[src/hdl/sha256s_pkg.sv]
// ----------------------------------------------------------------------------
// sha256s_pkg
// shared types, constants and round functions of the sha-256 stream hasher
// ----------------------------------------------------------------------------
package sha256s_pkg;

    localparam int WORD_W = 32;
    localparam int HASH_N = 8;
    localparam int SCHED_N = 16;
    localparam int ROUNDS = 64;

    localparam logic [5:0] FILL_LAST  = 6'd63;
    localparam logic [5:0] LEN_POS    = 6'd56;
    localparam logic [5:0] ROUND_LAST = 6'd63;
    localparam logic [2:0] WORD_LAST  = 3'd7;
    localparam logic [7:0] PAD_MARK   = 8'h80;

    localparam logic [WORD_W-1:0] IV [HASH_N] = '{
        32'h6A09E667, 32'hBB67AE85, 32'h3C6EF372, 32'hA54FF53A,
        32'h510E527F, 32'h9B05688C, 32'h1F83D9AB, 32'h5BE0CD19
    };

    localparam logic [WORD_W-1:0] K_TABLE [ROUNDS] = '{
        32'h428A2F98, 32'h71374491, 32'hB5C0FBCF, 32'hE9B5DBA5,
        32'h3956C25B, 32'h59F111F1, 32'h923F82A4, 32'hAB1C5ED5,
        32'hD807AA98, 32'h12835B01, 32'h243185BE, 32'h550C7DC3,
        32'h72BE5D74, 32'h80DEB1FE, 32'h9BDC06A7, 32'hC19BF174,
        32'hE49B69C1, 32'hEFBE4786, 32'h0FC19DC6, 32'h240CA1CC,
        32'h2DE92C6F, 32'h4A7484AA, 32'h5CB0A9DC, 32'h76F988DA,
        32'h983E5152, 32'hA831C66D, 32'hB00327C8, 32'hBF597FC7,
        32'hC6E00BF3, 32'hD5A79147, 32'h06CA6351, 32'h14292967,
        32'h27B70A85, 32'h2E1B2138, 32'h4D2C6DFC, 32'h53380D13,
        32'h650A7354, 32'h766A0ABB, 32'h81C2C92E, 32'h92722C85,
        32'hA2BFE8A1, 32'hA81A664B, 32'hC24B8B70, 32'hC76C51A3,
        32'hD192E819, 32'hD6990624, 32'hF40E3585, 32'h106AA070,
        32'h19A4C116, 32'h1E376C08, 32'h2748774C, 32'h34B0BCB5,
        32'h391C0CB3, 32'h4ED8AA4A, 32'h5B9CCA4F, 32'h682E6FF3,
        32'h748F82EE, 32'h78A5636F, 32'h84C87814, 32'h8CC70208,
        32'h90BEFFFA, 32'hA4506CEB, 32'hBEF9A3F7, 32'hC67178F2
    };

    typedef enum logic [2:0] {
        ST_COLLECT,
        ST_ROUND,
        ST_FOLD,
        ST_PAD,
        ST_OUT
    } t_state;

    // message schedule window control
    typedef struct packed {
        logic push;
        logic shift;
    } t_sch_ctl;

    // round unit control
    typedef struct packed {
        logic load;
        logic step;
        logic fold;
        logic init;
    } t_rnd_ctl;

    function automatic logic [WORD_W-1:0] rotr(input logic [WORD_W-1:0] x,
                                               input int n);
        rotr = (x >> n) | (x << (WORD_W - n));
    endfunction

    function automatic logic [WORD_W-1:0] sig0(input logic [WORD_W-1:0] x);
        sig0 = rotr(x, 7) ^ rotr(x, 18) ^ (x >> 3);
    endfunction

    function automatic logic [WORD_W-1:0] sig1(input logic [WORD_W-1:0] x);
        sig1 = rotr(x, 17) ^ rotr(x, 19) ^ (x >> 10);
    endfunction

    function automatic logic [WORD_W-1:0] bsig0(input logic [WORD_W-1:0] x);
        bsig0 = rotr(x, 2) ^ rotr(x, 13) ^ rotr(x, 22);
    endfunction

    function automatic logic [WORD_W-1:0] bsig1(input logic [WORD_W-1:0] x);
        bsig1 = rotr(x, 6) ^ rotr(x, 11) ^ rotr(x, 25);
    endfunction

endpackage

[src/hdl/sha256s_sched.sv]
// ----------------------------------------------------------------------------
// sha256s_sched
// 16-word block buffer and message schedule window
// ----------------------------------------------------------------------------
module sha256s_sched (
    input  logic                 i_clk,
    input  sha256s_pkg::t_sch_ctl i_ctl,
    input  logic [7:0]           i_byte,
    output logic [31:0]          o_word
);

    logic [31:0] r_w [sha256s_pkg::SCHED_N];
    logic [31:0] n_w [sha256s_pkg::SCHED_N];

    always_comb begin
        n_w = r_w;
        if (i_ctl.push) begin
            // bytes enter at the low byte of the last word, big-endian within each word
            for (int i = 0; i < sha256s_pkg::SCHED_N - 1; i++) begin
                n_w[i] = {r_w[i][23:0], r_w[i+1][31:24]};
            end
            n_w[sha256s_pkg::SCHED_N-1] = {r_w[sha256s_pkg::SCHED_N-1][23:0], i_byte};
        end else if (i_ctl.shift) begin
            for (int i = 0; i < sha256s_pkg::SCHED_N - 1; i++) begin
                n_w[i] = r_w[i+1];
            end
            // w[t+16] from the current window
            n_w[sha256s_pkg::SCHED_N-1] = sha256s_pkg::sig1(r_w[14]) + r_w[9]
                                        + sha256s_pkg::sig0(r_w[1]) + r_w[0];
        end
    end

    always_ff @(posedge i_clk) begin
        r_w <= n_w;
    end

    assign o_word = r_w[0];

endmodule

[src/hdl/sha256s_round.sv]
// ----------------------------------------------------------------------------
// sha256s_round
// hash state, working variables and the shared compression round
// ----------------------------------------------------------------------------
module sha256s_round (
    input  logic                 i_clk,
    input  logic                 i_rst_n,
    input  sha256s_pkg::t_rnd_ctl i_ctl,
    input  logic [31:0]          i_k,
    input  logic [31:0]          i_w,
    input  logic [2:0]           i_sel,
    output logic [31:0]          o_hash
);

    logic [31:0] r_hash [sha256s_pkg::HASH_N];
    logic [31:0] n_hash [sha256s_pkg::HASH_N];
    logic [31:0] r_v    [sha256s_pkg::HASH_N];
    logic [31:0] n_v    [sha256s_pkg::HASH_N];
    logic [31:0] w_t1;
    logic [31:0] w_t2;
    logic [31:0] w_ch;
    logic [31:0] w_maj;

    // a..h live in r_v[0..7]
    always_comb begin
        w_ch  = (r_v[4] & r_v[5]) ^ (~r_v[4] & r_v[6]);
        w_maj = (r_v[0] & r_v[1]) ^ (r_v[0] & r_v[2]) ^ (r_v[1] & r_v[2]);
        w_t1  = r_v[7] + sha256s_pkg::bsig1(r_v[4]) + w_ch + i_k + i_w;
        w_t2  = sha256s_pkg::bsig0(r_v[0]) + w_maj;
    end

    always_comb begin
        n_v    = r_v;
        n_hash = r_hash;
        if (i_ctl.load) begin
            n_v = r_hash;
        end else if (i_ctl.step) begin
            n_v[7] = r_v[6];
            n_v[6] = r_v[5];
            n_v[5] = r_v[4];
            n_v[4] = r_v[3] + w_t1;
            n_v[3] = r_v[2];
            n_v[2] = r_v[1];
            n_v[1] = r_v[0];
            n_v[0] = w_t1 + w_t2;
        end
        if (i_ctl.init) begin
            n_hash = sha256s_pkg::IV;
        end else if (i_ctl.fold) begin
            for (int i = 0; i < sha256s_pkg::HASH_N; i++) begin
                n_hash[i] = r_hash[i] + r_v[i];
            end
        end
    end

    always_ff @(posedge i_clk) begin
        if (!i_rst_n) begin
            r_hash <= sha256s_pkg::IV;
        end else begin
            r_hash <= n_hash;
        end
    end

    always_ff @(posedge i_clk) begin
        r_v <= n_v;
    end

    assign o_hash = r_hash[i_sel];

endmodule

[src/hdl/sha256_stream_hasher.sv]
// ----------------------------------------------------------------------------
// sha256_stream_hasher
// byte-serial sha-256 with padding, length field and word-wise digest output
// ----------------------------------------------------------------------------
// The block takes one message byte per accepted word and collects 64 of them
// into a block buffer that doubles as the message schedule window. While it
// fills, a byte is taken every cycle. When the 64th byte lands, o_stall rises
// and stays high while one shared round unit does the 64 compression rounds,
// one round per cycle, and then adds the working variables into the hash
// words. The single round unit thus paces a steady stream. A word with
// i_message_end high closes the message (after its byte, if i_byte_present is
// high); the sequencer then feeds the 0x80 mark, zeros and the 64-bit
// big-endian bit length into the buffer at one byte per cycle, compresses
// once or twice, and presents the digest as eight 32-bit words, word 0 first,
// with o_last_word on the eighth. Input stays stalled until the last digest
// word is taken, after which the hash restarts from the initial values.
// A word with neither a byte nor an end mark is taken and changes nothing.
// ----------------------------------------------------------------------------
module sha256_stream_hasher (
    input  logic        i_clk,
    input  logic        i_rst_n,
    input  logic        i_valid,
    output logic        o_stall,
    input  logic [7:0]  i_data_byte,
    input  logic        i_byte_present,
    input  logic        i_message_end,
    output logic        o_valid,
    input  logic        i_stall,
    output logic [31:0] o_digest_word,
    output logic [2:0]  o_word_index,
    output logic        o_last_word
);

    sha256s_pkg::t_state   r_state;
    sha256s_pkg::t_state   n_state;
    sha256s_pkg::t_sch_ctl w_sch_ctl;
    sha256s_pkg::t_rnd_ctl w_rnd_ctl;

    logic [5:0]  r_fill;
    logic [5:0]  n_fill;
    logic [60:0] r_byte_count;
    logic [60:0] n_byte_count;
    logic [5:0]  r_round;
    logic [5:0]  n_round;
    logic [2:0]  r_out_idx;
    logic [2:0]  n_out_idx;
    logic        r_padding;     // message closed, padding still owed
    logic        n_padding;
    logic        r_mark_done;   // 0x80 mark already in the buffer
    logic        n_mark_done;
    logic        r_len_phase;   // length field being written
    logic        n_len_phase;

    logic        w_take;
    logic        w_push;
    logic        w_out_take;
    logic [7:0]  w_byte;
    logic [7:0]  w_pad_byte;
    logic [63:0] w_len_sh;
    logic [31:0] w_sched_word;

    // length byte i of the big-endian bit count sits at fill 56 + i
    assign w_len_sh = {r_byte_count, 3'b000} << {r_fill[2:0], 3'b000};

    always_comb begin
        if (!r_mark_done) begin
            w_pad_byte = sha256s_pkg::PAD_MARK;
        end else if (r_len_phase || r_fill == sha256s_pkg::LEN_POS) begin
            w_pad_byte = w_len_sh[63:56];
        end else begin
            w_pad_byte = 8'h00;
        end
    end

    // next state
    always_comb begin
        n_state = r_state;
        case (r_state)
            sha256s_pkg::ST_COLLECT: begin
                if (i_valid) begin
                    if (i_byte_present && r_fill == sha256s_pkg::FILL_LAST) begin
                        n_state = sha256s_pkg::ST_ROUND;
                    end else if (i_message_end) begin
                        n_state = sha256s_pkg::ST_PAD;
                    end
                end
            end
            sha256s_pkg::ST_ROUND: begin
                if (r_round == sha256s_pkg::ROUND_LAST) begin
                    n_state = sha256s_pkg::ST_FOLD;
                end
            end
            sha256s_pkg::ST_FOLD: begin
                if (!r_padding) begin
                    n_state = sha256s_pkg::ST_COLLECT;
                end else if (r_len_phase) begin
                    n_state = sha256s_pkg::ST_OUT;
                end else begin
                    n_state = sha256s_pkg::ST_PAD;
                end
            end
            sha256s_pkg::ST_PAD: begin
                if (r_fill == sha256s_pkg::FILL_LAST) begin
                    n_state = sha256s_pkg::ST_ROUND;
                end
            end
            sha256s_pkg::ST_OUT: begin
                if (!i_stall && r_out_idx == sha256s_pkg::WORD_LAST) begin
                    n_state = sha256s_pkg::ST_COLLECT;
                end
            end
            default: begin
                n_state = sha256s_pkg::ST_COLLECT;
            end
        endcase
    end

    // outputs and unit controls
    always_comb begin
        o_stall         = (r_state != sha256s_pkg::ST_COLLECT);
        o_valid         = (r_state == sha256s_pkg::ST_OUT);
        w_take          = (r_state == sha256s_pkg::ST_COLLECT) && i_valid;
        w_out_take      = o_valid && !i_stall;
        w_push          = (w_take && i_byte_present) || (r_state == sha256s_pkg::ST_PAD);
        w_byte          = (r_state == sha256s_pkg::ST_PAD) ? w_pad_byte : i_data_byte;
        w_sch_ctl.push  = w_push;
        w_sch_ctl.shift = (r_state == sha256s_pkg::ST_ROUND);
        w_rnd_ctl.load  = w_push && r_fill == sha256s_pkg::FILL_LAST;
        w_rnd_ctl.step  = (r_state == sha256s_pkg::ST_ROUND);
        w_rnd_ctl.fold  = (r_state == sha256s_pkg::ST_FOLD);
        w_rnd_ctl.init  = w_out_take && r_out_idx == sha256s_pkg::WORD_LAST;
    end

    // counters and padding flags
    always_comb begin
        n_fill       = w_push ? r_fill + 6'd1 : r_fill;
        n_byte_count = r_byte_count;
        n_padding    = r_padding;
        n_mark_done  = r_mark_done;
        n_len_phase  = r_len_phase;
        n_round      = (r_state == sha256s_pkg::ST_ROUND) ? r_round + 6'd1 : 6'd0;
        n_out_idx    = w_out_take ? r_out_idx + 3'd1 : r_out_idx;
        if (w_take && i_byte_present) begin
            n_byte_count = r_byte_count + 61'd1;
        end
        if (w_take && i_message_end) begin
            n_padding = 1'b1;
        end
        if (r_state == sha256s_pkg::ST_PAD) begin
            n_mark_done = 1'b1;
            if (r_mark_done && r_fill == sha256s_pkg::LEN_POS) begin
                n_len_phase = 1'b1;
            end
        end
        if (w_rnd_ctl.init) begin
            n_byte_count = '0;
            n_padding    = 1'b0;
            n_mark_done  = 1'b0;
            n_len_phase  = 1'b0;
        end
    end

    always_ff @(posedge i_clk) begin
        if (!i_rst_n) begin
            r_state      <= sha256s_pkg::ST_COLLECT;
            r_fill       <= '0;
            r_byte_count <= '0;
            r_round      <= '0;
            r_out_idx    <= '0;
            r_padding    <= 1'b0;
            r_mark_done  <= 1'b0;
            r_len_phase  <= 1'b0;
        end else begin
            r_state      <= n_state;
            r_fill       <= n_fill;
            r_byte_count <= n_byte_count;
            r_round      <= n_round;
            r_out_idx    <= n_out_idx;
            r_padding    <= n_padding;
            r_mark_done  <= n_mark_done;
            r_len_phase  <= n_len_phase;
        end
    end

    sha256s_sched u_sched (
        .i_clk  (i_clk),
        .i_ctl  (w_sch_ctl),
        .i_byte (w_byte),
        .o_word (w_sched_word)
    );

    sha256s_round u_round (
        .i_clk   (i_clk),
        .i_rst_n (i_rst_n),
        .i_ctl   (w_rnd_ctl),
        .i_k     (sha256s_pkg::K_TABLE[r_round]),
        .i_w     (w_sched_word),
        .i_sel   (r_out_idx),
        .o_hash  (o_digest_word)
    );

    assign o_word_index = r_out_idx;
    assign o_last_word  = (r_out_idx == sha256s_pkg::WORD_LAST);

    // digest only shows with an empty block buffer
    a_out_empty_block: assert property (@(posedge i_clk) disable iff (!i_rst_n)
        o_valid |-> r_fill == 6'd0)
        else $error("digest presented with a partly filled block");

    // the last round is always followed by the fold
    a_round_to_fold: assert property (@(posedge i_clk) disable iff (!i_rst_n)
        (r_state == sha256s_pkg::ST_ROUND && r_round == sha256s_pkg::ROUND_LAST)
        |=> r_state == sha256s_pkg::ST_FOLD)
        else $error("compression did not end in the fold");

    // fold after the length block starts digest output
    a_len_fold_out: assert property (@(posedge i_clk) disable iff (!i_rst_n)
        (r_state == sha256s_pkg::ST_FOLD && r_len_phase) |=> o_valid)
        else $error("digest not presented after the final block");

    // last digest word taken restarts the message
    a_restart: assert property (@(posedge i_clk) disable iff (!i_rst_n)
        (o_valid && !i_stall && o_last_word)
        |=> (r_byte_count == 61'd0 && r_state == sha256s_pkg::ST_COLLECT && !r_padding))
        else $error("message state not cleared after the digest");

endmodule
[config.mk]
export PLATFORM = sky130hd
export DESIGN_NAME = sha256_stream_hasher
export DESIGN_NICKNAME = d
export VERILOG_FILES = /design/src/hdl/sha256s_pkg.sv /design/src/hdl/sha256s_sched.sv /design/src/hdl/sha256s_round.sv /design/src/hdl/sha256_stream_hasher.sv
export SDC_FILE = /design/constraint.sdc
export NUM_CORES = 2
export LEC_CHECK = 0
export BUFFER_PORTS_ARGS = -buffer_cell sky130_fd_sc_hd__buf_4
export CORE_MARGIN = 3
export CORE_UTILIZATION = 40
export DETAILED_ROUTE_END_ITERATION = 10
export PLACE_DENSITY = 0.56
export SLEW_MARGIN = 20
export SYNTH_ARGS = -nofsm -noshare
export SYNTH_HDL_FRONTEND = slang
export SYNTH_SLANG_ARGS = --single-unit
[constraint.sdc]
create_clock -name i_clk -period 83.8 [get_ports i_clk]
set_input_delay 16.76 -clock i_clk [delete_from_list [all_inputs] [get_ports i_clk]]
set_output_delay 16.76 -clock i_clk [all_outputs]
set_load 0.03 [all_outputs]
## After elaboration in Yosys (flattened, before gate mapping)

Memories as Yosys holds them, arrays and structs flattened.
Cells that the tools add are included.

- Bits in registers: 1106
- Bits in read-only memories: 2048
- Bits of input ports: 14
- Output and inout port bits: 38
- Logic and storage cells: 150
- Memories: 1

Memory list:

| memory | depth | bits a word | rd ports | clocked after Yosys merged registers in | write ports | line | text |
|---|---|---|---|---|---|---|---|
| (no name shown) | 64 | 32 | 1 | 0 | 0 | sha256_stream_hasher.sv:196 | `.i_k (sha256s_pkg::K_TABLE[r_round]),` |

- Add/subtract/negate cells: 22
- Order comparisons: 2
- Equality and inequality tests: 13
- Shift operators: 1
- Multiplexer cells: 21
- Bitwise operators: 30
- Reductions and logical operators: 20

Operator list:

| kind | number |
|---|---|
| 512-bit 2-to-1 mux | 2 |
| 32-bit adder | 18 |
| 256-bit 2-to-1 mux | 2 |
| 32-bit bitwise XOR | 9 |
| 32-bit bitwise AND | 5 |
| 32-bit 2-to-1 mux | 4 |
| 32-bit binary-select mux with 3-bit select | 1 |
| 64-bit by 6-bit left shift with 64-bit output | 1 |
| 61-bit by 1-bit adder with 61-bit output (second input constant) | 1 |
| 32-bit inverter | 1 |
| 10-bit by 32-bit bitwise OR with 32-bit output | 1 |
| 13-bit by 32-bit bitwise OR with 32-bit output | 1 |
| 14-bit by 32-bit bitwise OR with 32-bit output | 1 |
| 15-bit by 32-bit bitwise OR with 32-bit output | 1 |
| 19-bit by 32-bit bitwise OR with 32-bit output | 1 |
| 21-bit by 32-bit bitwise OR with 32-bit output | 1 |
| 25-bit by 32-bit bitwise OR with 32-bit output | 1 |
| 26-bit by 32-bit bitwise OR with 32-bit output | 1 |
| 30-bit by 32-bit bitwise OR with 32-bit output | 1 |
| 7-bit by 32-bit bitwise OR with 32-bit output | 1 |
| 32-bit by 22-bit bitwise XOR with 32-bit output | 1 |
| 32-bit by 29-bit bitwise XOR with 32-bit output | 1 |
| 3-bit 2-to-1 mux | 8 |
| 8-bit 2-to-1 mux | 3 |
| 24 further kinds | 42 |

## Depth between registers and ports, before layout

- Depth in word-level cells: 10
- Mapped depth: 38
- Mapped depth without buffers: 35

## Cells and area by module

From an unflattened synthesis, not the netlist that was laid out.

- Cell total of the unflattened synthesis: 7178
- Area, all modules: 75631.3 um^2

By module, submodules not included:

| module | instances | cells an instance | area each (um^2) | seq. area each (um^2) |
|---|---|---|---|---|
| sha256s_round | 1 | 4425 | 41980.3 | 12812.3 |
| sha256s_sched | 1 | 1673 | 25904.8 | 15374.7 |
| sha256_stream_hasher | 1 | 1080 | 7746.2 | 1641.6 |

## Worst setup path before layout

OpenSTA, ideal clock, no wires.

- Kind: input to register
- From: input i_byte_present
- To: register u_sched.r_w (netlist bit u_sched.o_word[0]), enable pin
- Setup time: 1.561 ns
- Arrival: 41.661 ns
- Required time: 82.239 ns
- Slack: 40.579 ns
- Stages on the path: 3
- Buffers on the path: 0
- Path through: nor2b_1 -> nand3_1 -> a21oi_1

- Word-level cells in the longest chain between the ends: 3

Ends and longest elaborated chain:

| what | line | text |
|---|---|---|
| start: declaration | sha256_stream_hasher.sv:25 | `input logic i_byte_present,` |
| 1-bit logical AND | sha256_stream_hasher.sv:124 | `w_push = (w_take && i_byte_present) \|\| (r_state == sha256s_pkg::ST_PAD);` |
| 1-bit logical OR | sha256_stream_hasher.sv:124 |  |
| 2-bit nonzero test (no line) | n/a |  |
| end signal: assignment | sha256s_sched.sv:34 | `r_w <= n_w;` |
| end: declaration | sha256s_sched.sv:12 | `logic [31:0] r_w [sha256s_pkg::SCHED_N];` |

Every way passes these cells.
A chain may end at the register's enable or synchronous reset.

==> flow_summary.json <==
{
  "top_level_ports": 52,
  "antenna_found_initial": 5,
  "hold_class": "register to register",
  "setup_viol": 0,
  "io_buffers": 51,
  "cp-start-kind": "input port",
  "htree_num_levels": 4,
  "fp-row-count": 157,
  "final_cells": 10600,
  "maxCapViolCount": 0,
  "fillers": 17700,
  "firstDrtPassIters": 6,
  "final_util": 0.440,
  "cts_buffers": 134,
  "place_congestion": 0.939,
  "setup_tns_ns": 0,
  "placedCellCount": 10400,
  "grt_util_all_layers": 0.239,
  "ys_seq_area_frac": 0.404,
  "cts_tree": "done",
  "crit_fanout": 187,
  "wl_per_cell_um": 22.1,
  "final_common_cell": "nand2_1",
  "nets": 8646,
  "drive_gt1_frac": 0.0652,
  "crit_path_end_kind": "register",
  "crit_type": "input port to register",
  "grt_max_degree": 240,
  "cts_hold_buf": 0,
  "area_growth_pct": 9.18,
  "yosys_warnings": 0,
  "dieArea_um2": 190000,
  "syn-instance-count": 8221,
  "worstMarginPinSlew_ns": 1.06,
  "clockBufferDepth": 3,
  "wl_met2_um": 108000,
  "synth-main-ff-cell": "edfxtp_1",
  "rsz0062_at_grt": "false",
  "clock_latency_ns": 0.80,
  "met1_length_um": 103000,
  "timing.final.crit_share": 0.245,
  "placed_cell_area_um2": 76300,
  "syn_area_um2": 73800,
  "syn_avg_cell_area_um2": 8.98,
  "synth_edf_count": 768,
  "wirelength_um": 234000,
  "start_util": 0.403,
  "grt-ovfl-total": 0,
  "core_area_um2": 183000,
  "wl_met3_um": 14300,
  "place_hpwl_um": 170000,
  "grt_pass1_vias": 56500,
  "final_cell_mix": "nand2_1, edfxtp_1, a21oi_1, ha_1, xnor2_1",
  "clock.fmax_mhz": 48.7,
  "maxSlewViolCount": 0,
  "synth.distinct_cells": 99,
  "cts-root-buf": "clkbuf_16",
  "max_slew_margin": 0.290,
  "hold_viol": 0,
  "ant_nets": 0,
  "critPathArrivalTime_ns": 21.03,
  "min_period_ns": 20.53,
  "die_y_um": 436,
  "cts.sinks": 1106,
  "drt-vias-per-instance": 5.57,
  "async_flop_share": 0,
  "cts_setup_buffers": 0,
  "die_w_um": 436,
  "ys_ff_latch": 1106,
  "drt-initial-drc-count": 5689,
  "synth_nets": 8843,
  "top_layer": "met4",
  "final_area_um2": 80600,
  "clk_pin_slew_ns": 0.06,
  "vias": 59000,
  "status": "completed",
  "route.detailed.drc": 0,
  "postCtsResizedCells": 0,
  "fin_skew_ns": 0.0418,
  "grt_pass1_wl_um": 350000,
  "critPathRequiredTime_ns": 84.30
}
-- Yosys cell counts, drive strengths merged, types with 15 or more instances --
master | instances | share of area
a21oi | 526 | 0.036
or3 | 48 | 0.0041
xor2 | 207 | 0.025
fa | 197 | 0.053
buf | 29 | 0.0015
maj3 | 22 | 0.0030
nor2b | 52 | 0.0044
a211oi | 63 | 0.0065
edfxtp | 768 | 0.31
nand4 | 37 | 0.0031
o21ai | 356 | 0.024
nor2 | 375 | 0.019
mux2 | 55 | 0.0084
a31oi | 39 | 0.0033
xnor2 | 395 | 0.047
o21bai | 38 | 0.0039
inv | 274 | 0.014
o211ai | 103 | 0.011
and3 | 43 | 0.0036
o22ai | 17 | 0.0014
nor3 | 105 | 0.0073
ha | 411 | 0.070
and4 | 17 | 0.0020
a21o | 148 | 0.015
clkbuf | 427 | 0.022
o31ai | 31 | 0.0034
mux2i | 32 | 0.0043
o311ai | 15 | 0.0018
nand2b | 76 | 0.0064
mux4 | 84 | 0.026
nand3 | 85 | 0.0058
and2 | 25 | 0.0021
dfxtp | 338 | 0.092
o21a | 48 | 0.0049
nand2 | 2519 | 0.13
nand3b | 17 | 0.0017
-- final timing paths --
kind	start	end	slack [ns]	depth (start not counted)
worst min-delay path	u_round.r_hash[72]	u_round.r_hash[72]	0.49	2
worst max-delay path	i_byte_present	u_round.r_v[33]	63.27	9
worst min register to register	u_round.r_hash[72]	u_round.r_hash[72]	0.49	2
worst max register to register	r_round[0]	u_round.r_v[253]	74.11	36
-- critical path, cell delays in order --
cell and delay [ns]:
buf_4 0.08, nor2b_1 0.22, nand3_1 0.28, a21oi_4 0.27
buf_12 0.58, and2_4 0.88, buf_4 0.75, buf_4 0.73
o21ai_0 0.18
-- sequential cells by signal, indices dropped and copies added (netlist names) --
signal	count
u_round.r_hash	256
r_padding	1
r_round	6
u_sched.r_w	480
u_round.r_v	256
r_len_phase	1
r_state	3
r_fill	6
u_sched.o_word	32
r_byte_count	61
o_word_index	3
r_mark_done	1
-- per-layer routing --
| layer | track usage | vias up |
|---|---|---|
| li1 | - | 27900 |
| met1 | 0.326 | 28800 |
| met2 | 0.385 | 1885 |
| met3 | 0.0341 | 410 |
| met4 | 0.0865 | 0 |
| met5 | 0 | - |
-- stage by stage --
step,setup slack [ns],hold WS [ns]
2_1_floorplan,40.58,0.452
3_3_place_gp,62.61,0.476
3_5_place_dp,62.54,0.485
4_1_cts,63.40,0.493
5_1_grt,63.02,0.509
6_report,63.27,0.493
-- cell families (layout without fill, tap and decap cells) --
| group | count (synthesis) | after routing | share of synthesized area |
|---|---|---|---|
| compound gates | 1543 | 1543 | 0.131 |
| other cells | 0 | 2 | 0 |
| simple gates | 3436 | 3436 | 0.191 |
| fa+ha+maj | 630 | 630 | 0.126 |
| flops | 1106 | 1106 | 0.404 |
| xor+xnor | 602 | 602 | 0.0714 |
| buf+inv | 733 | 643 | 0.0373 |
| mux | 171 | 171 | 0.0383 |
-- final cells by class --
type / instances / area (µm²) / area share
diodes: 2 / 5.00 / 0.0000621
clock buffers: 178 / 3650 / 0.0453
clock inverters: 65 / 642 / 0.00796
inverters: 277 / 1040 / 0.0129
multi-input cells: 6382 / 41300 / 0.513
flip-flops and latches: 1106 / 29800 / 0.370
well taps: 2464 / 3080 / 0.0382
repair buffers: 123 / 1010 / 0.0125
Power is left out: the tool's default activity adds up to more than one toggle a clock period on the data nets, which glitch-free logic cannot reach.
